## config.mk

```make
export PLATFORM = sky130hd
export DESIGN_NAME = sek_lane
export DESIGN_NICKNAME = d
export VERILOG_FILES = /design/src/sv/squared_exp_kernel_derivatives_unit_assert.svh /design/src/sv/sek_pkg.sv /design/src/sv/sek_lane.sv
export SDC_FILE = /design/constraint.sdc
export NUM_CORES = 2
export LEC_CHECK = 0
export BUFFER_PORTS_ARGS = -buffer_cell sky130_fd_sc_hd__buf_4
export CORE_UTILIZATION = 63
export DETAILED_ROUTE_END_ITERATION = 7
export PLACE_DENSITY = 0.83
export REMOVE_ABC_BUFFERS = 1
export SLEW_MARGIN = 20
export SYNTH_ARGS = -nofsm -noshare
export SYNTH_HDL_FRONTEND = slang
export SYNTH_SLANG_ARGS = --single-unit
```

## constraint.sdc

```tcl
create_clock -name aclk -period 16 [get_ports aclk]
set_input_delay 1.6 -clock aclk [delete_from_list [all_inputs] [get_ports aclk]]
set_output_delay 1.6 -clock aclk [all_outputs]
set_load 0.05 [all_outputs]
```

## src/sv/squared_exp_kernel_derivatives_unit_assert.svh

```systemverilog
// Assertion macros for the squared-exponential kernel unit.
// Used by the top level only; no other dependencies.
`ifndef SQUARED_EXP_KERNEL_DERIVATIVES_UNIT_ASSERT_SVH
`define SQUARED_EXP_KERNEL_DERIVATIVES_UNIT_ASSERT_SVH
`ifndef NO_ASSERTIONS
`define SEK_ASSERT_ALWAYS(lbl, expr) \
    lbl: assert property (@(posedge aclk) disable iff (!aresetn) (expr)) \
        else $error("sek assertion failed");
`define SEK_ASSERT_NEXT(lbl, pre, post) \
    lbl: assert property (@(posedge aclk) disable iff (!aresetn) (pre) |=> (post)) \
        else $error("sek assertion failed");
`else
`define SEK_ASSERT_ALWAYS(lbl, expr)
`define SEK_ASSERT_NEXT(lbl, pre, post)
`endif
`endif

```

## src/sv/sek_pkg.sv

```systemverilog
// Shared types and constants of the squared-exponential kernel unit.
// No dependencies.
package sek_pkg;
    localparam int DIM           = 4;
    localparam int FRAC_BITS     = 16;
    localparam int EXP_TERMS     = 20;
    localparam int EXP_SQUARINGS = 8;
    localparam int D2_W          = 68;

    localparam logic [62:0] ONE_Q62 = 63'h4000_0000_0000_0000;
    localparam logic [31:0] THREE_U = 32'h0300_0000;

    localparam int SH_VAL = FRAC_BITS + 32;
    localparam int SH_G0  = 31;
    localparam int SH_G1  = 56;
    localparam int SH_H00 = 31 - FRAC_BITS;
    localparam int SH_H11 = 48 - FRAC_BITS;
    localparam int SH_H01 = 55 - FRAC_BITS;

    localparam logic [2:0] OP_ZERO = 3'd0;
    localparam logic [2:0] OP_VAL  = 3'd1;
    localparam logic [2:0] OP_G0   = 3'd2;
    localparam logic [2:0] OP_G1   = 3'd3;
    localparam logic [2:0] OP_H00  = 3'd4;
    localparam logic [2:0] OP_H11  = 3'd5;
    localparam logic [2:0] OP_H01  = 3'd6;

    localparam logic REG_SIGNAL = 1'b0;
    localparam logic REG_LENGTH = 1'b1;

    // Per-item state that travels down the pipeline.
    typedef struct packed {
        logic         vld;
        logic [2:0]   op;
        logic [31:0]  u;
        logic [62:0]  p;
        logic [32:0]  f;
        logic [63:0]  fu;
        logic [127:0] acc;
        logic         neg;
    } side_t;
endpackage

```

## src/sv/sek_lane.sv

```systemverilog
// One coordinate lane: registered square of the coordinate difference.
// Depends on sek_pkg.
module sek_lane import sek_pkg::*; (
    input  logic               aclk,
    input  logic               en,
    input  logic signed [31:0] coord_a,
    input  logic signed [31:0] coord_b,
    output logic [65:0]        sq
);
    logic signed [32:0] diff;
    logic [32:0]        mag;
    logic [65:0]        sq_reg;

    always_comb begin
        diff = 33'(coord_a) - 33'(coord_b);
        mag  = diff[32] ? 33'(-diff) : 33'(diff);
    end

    always_ff @(posedge aclk) begin
        if (en) begin
            sq_reg <= 66'(mag) * 66'(mag);
        end
    end

    assign sq = sq_reg;
endmodule

```

Word-level counts from Yosys, hierarchy flattened:

Cells that the tools add are included.
Widths: inputs -> output; s select.

* register bits after elaboration: 66
* word-level logic and storage cells: 5
* input port bits: 66
* output and inout port bits: 66

* multipliers: 1
* $add $sub $neg: 2
* mux-type cells: 1

Operators with widths (number)
* $mul 33x33->66: 1
* $mux 33: 1
* $neg 33->33: 1
* $sub 32x32->33: 1

Depth between registers and ports, before layout:

* word-level depth: 4
* gate-level depth with buffers: 45
* mapped depth without buffers: 41

Worst setup path before layout:

OpenSTA, ideal clock, no wires.

* path kind: in2reg
* start: input coord_a[0]
* end: register sq_reg[64], in the netlist sq[64], data pin
* cell stages on the path: 38
* data required time: 15.731 ns
* setup slack: 3.585 ns
* path buffers: 1
* setup time: 0.269 ns
* data arrival time: 12.146 ns
* path through: inv_1 ha_1 fa_1 nand2b_1 a21o_1 a21o_1 o21ai_1 xor2_1 nor4b_2 or4b_1 o41a_1 xnor2_2 clkbuf_1 nor2_1 fa_1 inv_1 fa_1 inv_1 [2 not listed] fa_1 fa_1 fa_1 inv_1 fa_1 inv_1 ha_1 nand3_1 or3_1 or3_1 a21oi_1 o2111ai_1 nand4_1 nand2_1 o31ai_1 a31oi_1 o31ai_1 xor2_1

* cells in the longest elaborated chain, start to end: 4

Ends and longest elaborated chain
* from (decl): line sek_lane.sv:6 `input logic signed [31:0] coord_a,`
* $sub 32x32->33 (*): line sek_lane.sv:15 `diff = 33'(coord_a) - 33'(coord_b);`
* $neg 33->33: line sek_lane.sv:16 `mag = diff[32] ? 33'(-diff) : 33'(diff);`
* $mux 33 (*): line sek_lane.sv:16
* $mul 33x33->66 (*): line sek_lane.sv:21 `sq_reg <= 66'(mag) * 66'(mag);`
* to (signal assigned): line sek_lane.sv:21
* to (decl): line sek_lane.sv:12 `logic [65:0] sq_reg;`

Mark *: on every way between the ends. The rest lies on a longest branch, timed or not.
A chain may end at the register's enable or synchronous reset.

Worst setup path in the final report:

Ends and elaborated chain as after synthesis.

==> impl_metrics.ini <==
[clock_network]
cts_tree = done
clock_path_buffers = 2
cts-root-buf = clkbuf_16
cts_num_sinks = 65
postCtsHoldBufs = 0
cts_setup_buffers = 0
clk_pin_slew_ns = 0.08
htree_levels = 3
cts_buffers = 9
post_cts_resized = 0

[synth]
synth-edff-count = 65
syn_inst = 3871
synth_top_area_share_pct = 49.26
synth.largest_area_cell = fa_1
synth.distinct_cells = 84
synth_most_common_cell = inv_1
ys_seq_area_share_pct = 5.559
yosysWarnings = 0
avgSynthCellArea_um2 = 9.071
ys_ff_latch = 65
netlist_top_cells_area = fa_1, inv_1, ha_1
async_flop_share_pct = 0
netlist_area_um2 = 35110
synth_top_flop_cell = edfxtp_1
synth_common_cells = inv_1, fa_1, nand2_1

[sta]
worst_pin_slew_ns = 1.027
fmax_ghz = 0.06924
setup_violations = 0
period_needed_ns = 14.44
slew_violations = 0
fin_tns_setup_ns = 0
period_share_pct = 90.26
maxSlewHeadroom_pct = 31.49
rsz0062_at_grt = no
hold_viol_final = 0

[worst_setup_path]
slowest_stage = clkinv_1
start_kind = input port
cp.required_ns = 16.16
end_kind = flop
max_stage_delay_ns = 0.89
crit_path_start = coord_a[0]
arrival_ns = 14.60
cp_max_fo = 26
crit_top_cell = fa_1
worstSetupPathType = in -> reg
critPathCapture = sq[64]

[final_layout]
largest_register_ffs = 65
final_nets = 5194
drive_gt1_share_pct = 6.371
ff_latch_area_um2 = 1952
final_cell_area_um2 = 37530
area_growth_pct = 6.891
fillers = 4233
multi_input_area_um2 = 28740

[run_status]
status = completed

[detailed_routing]
first_iter_violations = 2225
drc = 0
viasPerCell = 5.709
dr.pass1.iters = 7
vias = 26950
wl_mm = 96.67
wl_per_cell_um = 20.48
ant_nets = 0

[job]
max_cap_violations = 0

[min_path]
hold_depth = 1
min_path_type = in -> reg

[global_route]
grt_max_degree = 55
grt_usage_pct = 36.49
grt_pass1_wl_mm = 156.3
grt_remaining_overflow = 0
grt_pass1_vias = 29730
grt_antenna_before_repair = 0

[die]
dieWidth_um = 238.1
fp.dieH_um = 238.1
num_rows = 86
ios = 132
dieArea_um2 = 56690
core_area_um2 = 55090
initial_utilization_pct = 63.74

[place]
routabilityCongestion = 1.007
place_area_um2 = 37170
portBuffers = 130
hpwl_mm = 76.24
-- layout make-up --
| type | instances | share of cell area, % |
|---|---|---|
| diodes | 1 | 0.006667 |
| multi-input cells | 2602 | 76.57 |
| clock inverters | 7 | 0.3767 |
| inverters | 1101 | 11.01 |
| clock buffers | 9 | 0.6000 |
| well taps | 748 | 2.493 |
| repair buffers | 187 | 3.740 |
| flip-flops and latches | 65 | 5.200 |
-- critical path, delay by kind of cell --
kind,cells,cell delay (ns)
AND/OR/NAND/NOR,9,2.95
buffers and inverters,9,1.67
XOR/XNOR,2,0.26
adder cells (fa/ha/maj),11,4.85
AO/OA/AOI/OAI,10,3.25
-- layout by cell type, fill, tap and decap left out, types with 9 or more instances in the layout --
master / instances
a21o_1: 64
a21oi_1: 126
a31oi_1: 19
and3_1: 17
buf_4: 187
clkbuf_16: 9
conb_1: 26
edfxtp_1: 65
fa_1: 864
ha_1: 298
inv_1: 1090
nand2_1: 379
nand2b_1: 12
nand3_1: 21
nand4_1: 13
nor2_1: 363
nor2b_1: 10
nor3_1: 38
o211ai_1: 15
o21a_1: 10
o21ai_0: 57
o21bai_1: 18
xnor2_1: 66
xnor2_2: 12
xor2_1: 47
-- stage by stage --
step	utilization [%]	setup WS [ns]	std cells	hold WS [ns]
after floorplan	-	2.966	3768	1.713
after global placement	67.46	1.812	4703	1.920
after detailed placement	67.46	1.548	4703	1.930
after CTS	68.13	1.971	4719	1.491
after global routing	68.13	0.8691	4719	1.503
final	68.13	1.558	4720	1.494
-- routing by layer --
metal / routed length, µm / vias up / track usage, %
met5: 0 / - / 0
met4: 7466 / 0 / 22.46
li1: - / 11640 / -
met3: 10600 / 533 / 9.209
met1: 33090 / 13260 / 43.47
met2: 45510 / 1518 / 59.77
-- cell families (layout without fill, tap and decap cells) --
logic type / count (synthesis) / after routing / share of synthesized area, %
compound gates: 374 / 374 / 6.884
xor+xnor: 135 / 135 / 3.528
fa+ha+maj: 1162 / 1162 / 59.88
buf+inv: 1228 / 1304 / 13.25
flops: 65 / 65 / 5.559
mux: 4 / 4 / 0.1211
other cells: 2 / 27 / 0.02139
simple gates: 901 / 901 / 10.76
-- worst min-delay path by stage --
stage | startpoint | endpoint | slack, ns
2_1_floorplan | en | sq[0] | 1.71
6_report | en | sq[55] | 1.49
3_3_place_gp | en | sq[48] | 1.92
5_1_grt | en | sq[55] | 1.50
3_5_place_dp | en | sq[52] | 1.93
4_1_cts | en | sq[55] | 1.49
Power is left out: the tool's default activity adds up to more than one toggle a clock period on the data nets, which glitch-free logic cannot reach.
