File: src/sv/squared_exp_kernel_derivatives_unit_assert.svh
// Assertion macros for the squared-exponential kernel unit.
// Used by the top level only; no other dependencies.
`ifndef SQUARED_EXP_KERNEL_DERIVATIVES_UNIT_ASSERT_SVH
`define SQUARED_EXP_KERNEL_DERIVATIVES_UNIT_ASSERT_SVH
`ifndef NO_ASSERTIONS
`define SEK_ASSERT_ALWAYS(lbl, expr) \
    lbl: assert property (@(posedge aclk) disable iff (!aresetn) (expr)) \
        else $error("sek assertion failed");
`define SEK_ASSERT_NEXT(lbl, pre, post) \
    lbl: assert property (@(posedge aclk) disable iff (!aresetn) (pre) |=> (post)) \
        else $error("sek assertion failed");
`else
`define SEK_ASSERT_ALWAYS(lbl, expr)
`define SEK_ASSERT_NEXT(lbl, pre, post)
`endif
`endif

File: src/sv/sek_pkg.sv
// Shared types and constants of the squared-exponential kernel unit.
// No dependencies.
package sek_pkg;
    localparam int DIM           = 4;
    localparam int FRAC_BITS     = 16;
    localparam int EXP_TERMS     = 20;
    localparam int EXP_SQUARINGS = 8;
    localparam int D2_W          = 68;

    localparam logic [62:0] ONE_Q62 = 63'h4000_0000_0000_0000;
    localparam logic [31:0] THREE_U = 32'h0300_0000;

    localparam int SH_VAL = FRAC_BITS + 32;
    localparam int SH_G0  = 31;
    localparam int SH_G1  = 56;
    localparam int SH_H00 = 31 - FRAC_BITS;
    localparam int SH_H11 = 48 - FRAC_BITS;
    localparam int SH_H01 = 55 - FRAC_BITS;

    localparam logic [2:0] OP_ZERO = 3'd0;
    localparam logic [2:0] OP_VAL  = 3'd1;
    localparam logic [2:0] OP_G0   = 3'd2;
    localparam logic [2:0] OP_G1   = 3'd3;
    localparam logic [2:0] OP_H00  = 3'd4;
    localparam logic [2:0] OP_H11  = 3'd5;
    localparam logic [2:0] OP_H01  = 3'd6;

    localparam logic REG_SIGNAL = 1'b0;
    localparam logic REG_LENGTH = 1'b1;

    // Per-item state that travels down the pipeline.
    typedef struct packed {
        logic         vld;
        logic [2:0]   op;
        logic [31:0]  u;
        logic [62:0]  p;
        logic [32:0]  f;
        logic [63:0]  fu;
        logic [127:0] acc;
        logic         neg;
    } side_t;
endpackage

File: src/sv/sek_merge.sv
// Merging stage: sums the lane squares into the squared distance.
// Depends on sek_pkg.
module sek_merge import sek_pkg::*; (
    input  logic             aclk,
    input  logic             aresetn,
    input  logic             en,
    input  logic [65:0]      sq [DIM],
    input  side_t            side_in,
    output logic [D2_W-1:0]  d2,
    output side_t            side_out
);
    logic [D2_W-1:0] sum;
    logic [D2_W-1:0] d2_reg;
    side_t           side_reg;

    always_comb begin
        sum = '0;
        for (int k = 0; k < DIM; k++) begin
            sum = sum + D2_W'(sq[k]);
        end
    end

    always_ff @(posedge aclk) begin
        if (!aresetn) begin
            side_reg.vld <= 1'b0;
        end else if (en) begin
            side_reg <= side_in;
            d2_reg   <= sum;
        end
    end

    assign d2       = d2_reg;
    assign side_out = side_reg;
endmodule

File: config.mk
export PLATFORM = sky130hd
export DESIGN_NAME = sek_merge
export DESIGN_NICKNAME = d
export VERILOG_FILES = /design/src/sv/squared_exp_kernel_derivatives_unit_assert.svh /design/src/sv/sek_pkg.sv /design/src/sv/sek_merge.sv
export SDC_FILE = /design/constraint.sdc
export NUM_CORES = 1
export LEC_CHECK = 0
export BUFFER_PORTS_ARGS = -buffer_cell sky130_fd_sc_hd__buf_2
export CAP_MARGIN = 40
export CORE_AREA = 10 10 378 380
export DETAILED_ROUTE_END_ITERATION = 6
export DIE_AREA = 0 0 388 390
export GPL_TIMING_DRIVEN = 1
export HOLD_SLACK_MARGIN = 0.05
export SYNTH_ARGS = -nofsm -noshare
export SYNTH_HDL_FRONTEND = slang
export SYNTH_SLANG_ARGS = --single-unit
File: constraint.sdc
create_clock -name aclk -period 13.9 [get_ports aclk]
set_clock_uncertainty 0.05 [all_clocks]
set_input_delay 1.39 -clock aclk [delete_from_list [all_inputs] [get_ports aclk]]
set_output_delay 1.39 -clock aclk [all_outputs]
set_load 0.005 [all_outputs]
Word level (Yosys, flattened, before mapping)
Index checks and enable logic that the tools add are counted.
{"block": "totals", "regBits": 393, "inputBits": 592, "output_inout_bits": 393, "wordCells": 13}
{"block": "classes", "add_sub_neg": 3, "reduce_logical": 1}
{"cell": "adder 67 x 66 -> 68 bit", "count": 1}
{"cell": "adder 68 x 66 -> 68 bit", "count": 1}
{"cell": "adder 66 x 66 -> 67 bit", "count": 1}
{"cell": "AND reduction 2 bit", "count": 1}

Logic depth before layout (Yosys ltp)
Gate-level depths: netlist of the first run.
{"block": "logic_depth", "word_depth": 3, "mapped_depth": 16, "ltp_nobuf": 15}

Worst setup path before layout of the first run
No wires, ideal clock.
{"block": "synth_path", "path_type": "input-to-reg", "startpoint": "input port en", "endpoint": "register d2_reg[0], in the netlist d2[0] (enable)", "setup_time_ns": 0.803, "arrival_ns": 10.207, "required_ns": 13.047, "setup_slack_ns": 2.840, "stages": 1, "n_path_buf": 0, "path_cell_list": "and2_1"}
{"block": "synth_between", "elab_chain_cells": 1}
{"element": "from (decl)", "line_no": "sek_merge.sv:6", "source": "input logic en,"}
{"element": "AND reduction 2 bit (no source line)"}
{"element": "to (signal assigned)", "line_no": "sek_merge.sv:28", "source": "d2_reg <= sum;"}
{"element": "to (decl)", "line_no": "sek_merge.sv:13", "source": "logic [D2_W-1:0] d2_reg;"}
No other way between the ends.
A chain may end at the register's enable or synchronous reset.

Final worst setup path of the first run
{"block": "layout_path", "startpoint": "input port sq[4] (netlist name)", "endpoint": "register d2_reg[66], in the netlist d2[66], data pin"}
{"block": "layout_between", "elab_chain_cells": 1}
{"element": "from (decl)", "line_no": "sek_merge.sv:7", "source": "input logic [65:0] sq [DIM],"}
{"element": "adder 68 x 66 -> 68 bit", "line_no": "sek_merge.sv:19", "source": "sum = sum + D2_W'(sq[k]);"}
{"element": "net sum[66]", "line_no": "sek_merge.sv:12", "source": "logic [D2_W-1:0] sum;"}
The timed path passes the listed nets, and every way through them passes these cells.

==> results of run 1 <==
[stage by stage]
stage | instances | hold WS, ns | util | cell area, um2 | setup WS (ns)
global route | 4278 | 0.522 | 0.212 | 28600 | 7.74
detailed placement | 4174 | 0.488 | 0.198 | 26800 | 7.30
floorplan | 1428 | 0.457 | - | 19600 | 2.84
CTS | 4277 | 0.505 | 0.212 | 28600 | 8.03
global placement | 4172 | 0.468 | 0.198 | 26700 | 7.43
finish | 4285 | 0.495 | 0.212 | 28700 | 8.00
[synth_stat cells, drive strengths merged (2+ instances only)]
master	count	area, um2
nor3b	2	15.0
buf	7	35.0
and3	5	31.3
nand2b	6	37.5
a31oi	11	68.8
fa	132	2640
o21bai	14	105
xnor2	33	289
or4	3	22.5
nor3	8	45.0
xor2	28	245
nor2b	9	56.3
edfxtp	392	11800
or2	4	25.0
o21a	5	37.5
o31ai	5	42.5
nor4	3	18.8
a31o	3	26.3
nand3	11	55.1
nand2	54	203
o211ai	4	35.0
nand4	18	113
and4	2	17.5
nor2	36	135
a21o	53	398
a21boi	4	30.0
o21ai	38	205
nand3b	2	15.0
and2	7	45.1
a221oi	3	26.3
o221ai	2	17.5
inv	344	1290
a2111oi	3	52.6
o31a	2	17.5
a211o	4	35.0
a21oi	74	378
ha	67	838
clkbuf	18	67.6
[critical path, delay by kind of cell]
family	cells	cell delay, ns
xor+xnor	1	0.18
fa+ha+maj	3	1.39
simple gates	1	0.36
buf+inv	3	0.17
compound gates	8	2.76
[path summary, 6_finish.rpt]
check	to	slack, ns	cells past startpoint
worst max-delay path	d2[66]	8.00	16
worst min-delay path	side_out[324]	0.50	2
worst max register to register	side_out[324]	13.23	2
worst min register to register	side_out[324]	0.50	2
[area by class of cell]
cell class / count / area [um2] / share of cell area
inverter: 344 / 1290 / 0.0450
antenna: 8 / 20.0 / 0.000698
timing repair buffer: 990 / 5000 / 0.174
clock inverter: 42 / 495 / 0.0173
clock buffer: 61 / 1400 / 0.0488
sequential: 393 / 11800 / 0.411
tap: 1781 / 2230 / 0.0777
multi-input combinational: 666 / 6440 / 0.225
[cells by family (layout without fill, tap and decap cells)]
kind of cell	after synthesis	count (layout)	share of synthesized area
flip-flops	393	393	0.601
AND/OR/NAND/NOR	171	171	0.0430
other	0	8	0
multiplexers	1	1	0.000510
AO/OA/AOI/OAI	234	234	0.0800
buffers and inverters	369	1437	0.0710
XOR/XNOR	61	61	0.0272
adder cells (fa/ha/maj)	199	199	0.177
[power breakdown]
group	switching [uW]	internal, uW	total (uW)	leakage, uW
logic	890	542	1430	0.00850
registers	35.6	1490	1530	0.00369
clock network	615	882	1500	0.000912
[placed cells by master, fill, tap and decap left out, types with 4 or more instances in the layout]
cell / count
o21ai_2: 4
nand2_1: 54
nand3_1: 11
buf_2: 985
a21oi_1: 72
nor2b_1: 9
edfxtp_1: 392
and2_1: 5
nor2_1: 36
o31ai_1: 4
clkinvlp_4: 4
clkinv_1: 10
ha_1: 67
clkbuf_16: 55
clkinv_2: 8
o21ai_1: 8
nand2b_1: 6
o21a_1: 5
a21boi_0: 4
inv_1: 344
bufinv_16: 8
clkbuf_1: 6
diode_2: 8
nand4_1: 18
a21o_1: 53
o21bai_1: 14
a31oi_1: 11
o21ai_0: 26
inv_6: 7
and3_1: 5
nor3_1: 7
xor2_1: 28
a211o_1: 4
fa_1: 132
xnor2_1: 33
[layer usage]
| metal | vias to the layer above | wire length, um | track usage |
|---|---|---|---|
| met4 | 30 | 4130 | 0.0436 |
| met1 | 7548 | 40600 | 0.153 |
| met3 | 211 | 12700 | 0.0646 |
| met5 | - | 161 | 0 |
| li1 | 6887 | - | - |
| met2 | 860 | 51800 | 0.234 |
==> qor.txt, run 1 <==
maxcap violations - 0
TritonCTS Buffers - 55
Core ar. - 135000 um2
antenna viol nets, final - 0
critical path's largest stage delay - 0.72 ns
# port buffers - 984
number of fill cells - 14800
syn_area_per_cell - 13.7 um2
CP Max Fanout - 5
initial antenna violation count - 80
Critical Path Source - sq[4]
GRT Util Overall - 0.138
post-synthesis net count - 2219
total chip power - 4460 uW
status - finished, violations left
initial drt markers - 1059
relative slew slack - 0.361
Worst Setup Start Kind - input pin
Max rail drop VDD - 0.103 mV
Critical-path top delay cell - o21ai_0
area of the die - 151000 um2
Clk Latency, worst-skew pair - 0.65 ns
Die W - 388 um
worst-path cell chain - buf_2 > inv_1 > fa_1 > fa_1 > inv_1 > ha_1 > a21o_1 > a21oi_1 > a21oi_1 > o21ai_0 > a31oi_1 > o21ai_0 > nand2_1 > a21boi_0 > o21ai_0 > xor2_1
drt drc - 3
Routed WL - 109000 um
RD Place Congestion - 0.912
total congestion overflow - 0
worst hold path class - reg -> reg
root buf cell - clkbuf_16
sequential share of the synthesized area - 0.601
CTS Hold Buffers Added - 0
Yosys cell types - 60
PostCTS Resize Cnt - 0
Mapped Cells - 1428
first-pass GRT wire length - 145000 um
synthesized flop and latch total - 393
Main synth FF type - edfxtp_1
DR WL/cell - 25.5 um
# IOs - 985
Achievable Freq - 0.169 GHz
FP Rows - 135
Tightest Pin Transition - 0.959 ns
drt pass-1 iters - 7
CP required - 14.26 ns
die height - 390 um
clock period minus worst slack - 5.90 ns
Hold Path Origin - side_out[324]
CP endpoint kind - flop
final hold violation count - 0
Final nets - 3241
Critical Path Most Common Cell - o21ai_0
FFs w/ async S/R, synth - 0
crit path kind - in -> reg
Initial Utilization - 0.145
max reg flops - 325
Crit path arrival time - 6.26 ns
pin count of the biggest net entering global routing - 141
max-slew violation total from the final report - 0
Final Cycle Share - 0.425
Avg Vias per Cell - 3.63
EDFF count, synth - 392
Area Growth Syn to Fin - 46.1%
clk sinks - 393
final setup TNS - 0 ns
RR Startpoint - side_out[324]
vias in the first global route - 16900
hpwl dp - 95400 um
# setup viols final - 0
YS warnings - 0
setup bufs post-CTS - 0
clk buf depth - 3
CTS clock-pin slew for the worst setup and hold paths - 0.06 ns
CTS tree - done
PD cells - 156 nW/um2
fraction of layout cells with a size suffix above 1 - 0.441
failing checks - DRC
Synth Cell Area - 19600 um2
RSZ-0062 raised after global routing - false
H-tree depth - 2
leak pwr - 0.0131 uW
vias post-DR - 15500
No activity file was read; power rests on OpenSTA's default activity.
==> run 2: changes to the inputs <==
==> constraint.sdc (replaced) <==
create_clock -name aclk -period 5.4 [get_ports aclk]
set_clock_uncertainty 0.05 [all_clocks]
set_input_delay 0.54 -clock aclk [delete_from_list [all_inputs] [get_ports aclk]]
set_output_delay 0.54 -clock aclk [all_outputs]
set_load 0.005 [all_outputs]
==> run 2 against run 1 <==
  * Clock power increased by 140%
  * Largest cell class unchanged
  * Cell count increased by 8.3%
  * Non-clock buffer count increased by 337
  * The run now ends clean
  * Die area unchanged
  * Wire length increased by 4.5%
  * Via count increased by 8.6%
  * Combinational power increased to 2.8 times the previous value
  * Highest routed layer unchanged
  * First-iteration DRC count decreased by 3.1%
==> qor.txt, run 2 (synthesis gave the netlist of run 1 again) <==
top sig layer - met5
initial drt markers - 1026 (-3.1%)
clock period minus worst slack - 4.57 ns
initial antenna violation count - 73 (-8.8%)
Routed WL - 114000 um (+4.5%)
CP Max Fanout - 5 (unchanged)
most frequent cells in the layout - buf_2, edfxtp_1, inv_1, dlygate4sd3_1, fa_1
drt pass-1 iters - 5 (-2)
CTS tree - done
setup bufs post-CTS - 0 (unchanged)
Clk Latency, worst-skew pair - 0.65 ns (about the same)
PD cells - 362 nW/um2 (+130%)
Crit path arrival time - 4.88 ns (-1.38 ns)
fraction of layout cells with a size suffix above 1 - 0.392 (-0.0488)
# port buffers - 984 (unchanged)
drt drc - 0 (-3)
hpwl dp - 97000 um (+1.6%)
Die W - 388 um (unchanged)
area post-placement - 26800 um2 (+0.33%)
total congestion overflow - 0 (unchanged)
Worst Setup Start Kind - input pin
Max rail drop VDD - 0.220 mV (+110%)
status - finished, final reports clean
met1 WL - 42900 um (+5.6%)
# setup viols final - 0 (unchanged)
FP Rows - 135 (unchanged)
maxcap violations - 0 (unchanged)
Final nets - 3577 (+10%)
# IOs - 985 (unchanged)
GRT Util Overall - 0.144 (+0.00559)
RSZ-0062 raised after global routing - false
Area Growth Syn to Fin - 62.9%
CP required - 5.71 ns (-8.55 ns)
final setup TNS - 0 ns (unchanged)
PostCTS Resize Cnt - 0 (unchanged)
Core ar. - 135000 um2 (unchanged)
TritonCTS Buffers - 54 (-1.8%)
pin count of the biggest net entering global routing - 116 (-18%)
Tightest Pin Transition - 0.691 ns (-0.268 ns)
crit path kind - in -> reg
die height - 390 um (unchanged)
vias in the first global route - 18300 (+8.5%)
final hold violation count - 0 (unchanged)
DR WL/cell - 24.7 um (-3.5%)
root buf cell - clkbuf_16
max-slew violation total from the final report - 0 (unchanged)
clk buf depth - 3 (unchanged)
worst hold path class - in -> reg
first-pass GRT wire length - 151000 um (+4.4%)
CTS Hold Buffers Added - 326 (+326)
Achievable Freq - 0.219 GHz
vias post-DR - 16900 (+8.6%)
clk sinks - 393 (unchanged)
relative slew slack - 0.539 (+0.178)
Final Cycle Share - 0.847
most common cell after layout, fill and taps aside - buf_2
Avg Vias per Cell - 3.64 (+0.28%)
metal3 WL - 13900 um (+9.5%)
leak pwr - 0.0145 uW (+10%)
area of the die - 151000 um2 (unchanged)
Initial Utilization - 0.145 (unchanged)
H-tree depth - 2 (unchanged)
met2 WL - 52800 um (+1.8%)
final instance area - 32000 um2 (+12%)
CTS clock-pin slew for the worst setup and hold paths - 0.06 ns (about the same)
RD Place Congestion - 0.911 (about the same)
antenna viol nets, final - 0 (unchanged)
max reg flops - 325 (unchanged)
CP endpoint kind - flop
run 2: where the power goes:
| group | internal [uW] | switching (uW) |
|---|---|---|
| clock network | 2100 | 1570 |
| registers | 3840 | 99.0 |
| logic | 1590 | 2360 |
run 2: path summary, 6_finish.rpt:
| kind | start | slack [ns] | to | depth (start not counted) |
|---|---|---|---|---|
| setup / recovery | sq[4] | 0.83 | d2[66] | 19 |
| hold / removal | sq[198] | 0.20 | d2[0] | 2 |
| setup reg to reg | side_out[324] | 4.19 | side_out[324] | 3 |
| hold reg to reg | side_out[324] | 1.04 | side_out[324] | 3 |
run 2: layout make-up:
| cell class | count | area [um2] |
|---|---|---|
| Sequential cell | 393 | 11800 |
| Inverter | 344 | 1290 |
| Timing Repair Buffer | 1327 | 8350 |
| Fill cell | 14400 | 103000 |
| Clock inverter | 38 | 419 |
| Clock buffer | 62 | 1380 |
| Multi-Input combinational cell | 666 | 6440 |
| Antenna cell | 29 | 72.6 |
| Tap cell | 1781 | 2230 |
run 2: through the flow:
stage | cells | hold WS, ns | setup slack [ns] | total power (uW) | utilization
after floorplan | 1428 | 0.457 | 1.34 | 6030 | -
after global placement | 4184 | 0.453 | 0.00622 | 7780 | 0.199
after detailed placement | 4185 | 0.465 | 0.0337 | 7780 | 0.199
after CTS | 4611 | 0.133 | 0.789 | 11800 | 0.236
after global routing | 4626 | 0.169 | 0.608 | 12300 | 0.237
final | 4640 | 0.200 | 0.826 | 11600 | 0.237
run 2: critical path, stage by stage:
cell and delay, ns:
buf_2 0.08, inv_1 0.05, fa_1 0.56, fa_1 0.53, inv_1 0.04, ha_1 0.35, a21o_1 0.20, a21oi_1 0.17
a21oi_1 0.13, o21ai_0 0.48, buf_4 0.24, a31oi_1 0.12, buf_4 0.18, o21ai_0 0.18, nand2_1 0.19, a21boi_0 0.31
buf_4 0.18, o21ai_0 0.14, xor2_1 0.21
run 2: routing by layer:
layer,up-vias,global-route usage
met1,8168,0.163
met4,30,0.0511
met3,202,0.0697
met2,882,0.235
met5,-,0
li1,7588,-
==> run 3: changes to the inputs <==
==> constraint.sdc (replaced) <==
create_clock -name aclk -period 3.75 [get_ports aclk]
set_clock_uncertainty 0.05 [all_clocks]
set_input_delay 0.375 -clock aclk [delete_from_list [all_inputs] [get_ports aclk]]
set_output_delay 0.375 -clock aclk [all_outputs]
set_load 0.005 [all_outputs]
==> run 3 against run 2 <==
  * Register-to-register slack got worse by 1.6 ns
  * Sequential power rose by 45%
  * Die area did not move
  * Count of clock-buffer cells in the layout fell by 2
  * Clock power rose by 32%
  * Via count rose by 3.8%
  * Global-route usage fell by 0.098 points
==> qor.txt, run 3 (synthesis gave the netlist of run 1 again) <==
status - finished, final reports clean
Crit path arrival time - 4.01 ns (-0.87 ns)
Tightest Pin Transition - 0.619 ns (-0.0722 ns)
Max rail drop VDD - 0.352 mV (+60%)
GRT Util Overall - 0.143 (-0.000979)
TritonCTS Buffers - 52 (-3.7%)
vias in the first global route - 19200 (+5.0%)
Achievable Freq - 0.272 GHz
maxcap violations - 0 (unchanged)
crit path kind - in -> reg
most common cell after layout, fill and taps aside - buf_2
relative slew slack - 0.587 (+0.0481)
final setup TNS - 0 ns (unchanged)
leak pwr - 0.0155 uW (+7.1%)
CP endpoint kind - flop
Clk Latency, worst-skew pair - 0.63 ns (-0.02 ns)
drt pass-1 iters - 5 (unchanged)
total congestion overflow - 0 (unchanged)
Gate power share - 0.402 (+0.060)
clk sinks - 393 (unchanged)
Internal - 11700 uW (+55%)
Core ar. - 135000 um2 (unchanged)
Final Cycle Share - 0.979
worst hold path class - in -> reg
Final nets - 3792 (+6.0%)
drt drc - 0 (unchanged)
most frequent cells in the layout - buf_2, edfxtp_1, inv_1, dlygate4sd3_1, buf_4
Area Growth Syn to Fin - 72.6%
H-tree depth - 2 (unchanged)
CP Max Fanout - 4 (-1)
# IOs - 985 (unchanged)
FP Rows - 135 (unchanged)
die height - 390 um (unchanged)
r2r setup slk - 2.55 ns (-1.64 ns)
pin count of the biggest net entering global routing - 103 (-11%)
CTS clock-pin slew for the worst setup and hold paths - 0.06 ns (about the same)
sw power - 5990 uW (+48%)
initial antenna violation count - 57 (-22%)
Routed WL - 114000 um (-0.80%)
switching fraction of total power - 0.339 (-0.0102)
Initial Utilization - 0.145 (unchanged)
vias post-DR - 17500 (+3.8%)
hpwl dp - 97400 um (+0.38%)
RD Place Congestion - 0.899 (-1.4%)
Clk pwr share - 0.275 (-0.042)
first-pass GRT wire length - 151000 um (+0.11%)
PD cells - 522 nW/um2 (+44%)
max reg flops - 325 (unchanged)
Seq pwr share - 0.323 (-0.018)
antenna viol nets, final - 0 (unchanged)
clock period minus worst slack - 3.67 ns
initial drt markers - 801 (-22%)
# setup viols final - 0 (unchanged)
root buf cell - clkbuf_16
clk buf depth - 3 (unchanged)
Avg Vias per Cell - 3.62 (-0.35%)
area of the die - 151000 um2 (unchanged)
# port buffers - 984 (unchanged)
Hold WS - 0.146 ns (-0.0536 ns)
CP required - 4.08 ns (-1.63 ns)
total chip power - 17700 uW (+53%)
fraction of layout cells with a size suffix above 1 - 0.450 (+0.0579)
final hold violation count - 0 (unchanged)
DR WL/cell - 23.5 um (-4.8%)
max-slew violation total from the final report - 0 (unchanged)
Worst Setup Start Kind - input pin
CTS tree - done
Die W - 388 um (unchanged)
==> run 3: path summary, 6_finish.rpt <==
check | cells after the start | start | end
setup / recovery | 17 | sq[67] | d2[65]
hold / removal | 3 | sq[132] | d2[0]
setup reg to reg | 3 | side_out[324] | side_out[324]
hold reg to reg | 3 | side_out[324] | side_out[324]
==> run 3: metal layers <==
layer | track usage | vias up | share of wire
met3 | 0.0608 | 208 | 0.10
met4 | 0.0555 | 30 | 0.047
li1 | - | 8001 | -
met1 | 0.159 | 8459 | 0.38
met2 | 0.241 | 816 | 0.47
met5 | 0 | - | 0.0015
==> run 3: what timing repair did <==
item	4_1_cts	5_1_grt
setup buffers	1	1
setup endpoints to repair	10	26
pin swaps	6	24
gates resized for setup	12	52
hold buffers	327	0
endpoints found under the hold margin	326	0
==> run 3: area by class of cell <==
type | count | area (um2)
Inverter | 344 | 1290
Tap cell | 1781 | 2230
Multi-Input combinational cell | 666 | 6880
Sequential cell | 393 | 11800
Timing Repair Buffer | 1544 | 10000
Clock inverter | 32 | 288
Fill cell | 14300 | 101000
Clock buffer | 60 | 1330
Antenna cell | 14 | 35.0
==> run 3: critical path, stage by stage <==
cell and delay [ns]:
buf_2 0.12, fa_1 0.46, fa_1 0.50, ha_2 0.21, inv_2 0.04, fa_2 0.37
nor2b_4 0.15, o31ai_4 0.09, a21oi_4 0.22, o21bai_2 0.13, a211oi_4 0.36, o21ai_4 0.18
o31ai_4 0.30, buf_6 0.16, a31oi_4 0.10, o21ai_2 0.13, xor2_1 0.07
==> run 3: stage by stage <==
stage | cells | worst slack (ns) | utilization | cell area (um2)
finish | 4834 | 0.0777 | 0.251 | 33900
global route | 4829 | -0.0286 | 0.251 | 33900
CTS | 4819 | -0.0703 | 0.249 | 33600
detailed placement | 4399 | -1.12 | 0.212 | 28700
floorplan | 1428 | -0.00915 | - | 19800
global placement | 4399 | -1.11 | 0.212 | 28700
==> run 3: power groups by stage <==
stage / registers, uW / clock network [uW] / logic [uW]
after floorplan: 5820 / 0 / 3010
after global placement: 5790 / 0 / 6580
after detailed placement: 5790 / 0 / 6620
after CTS: 5720 / 5100 / 7050
after global routing: 5750 / 5260 / 7800
final: 5710 / 4860 / 7110
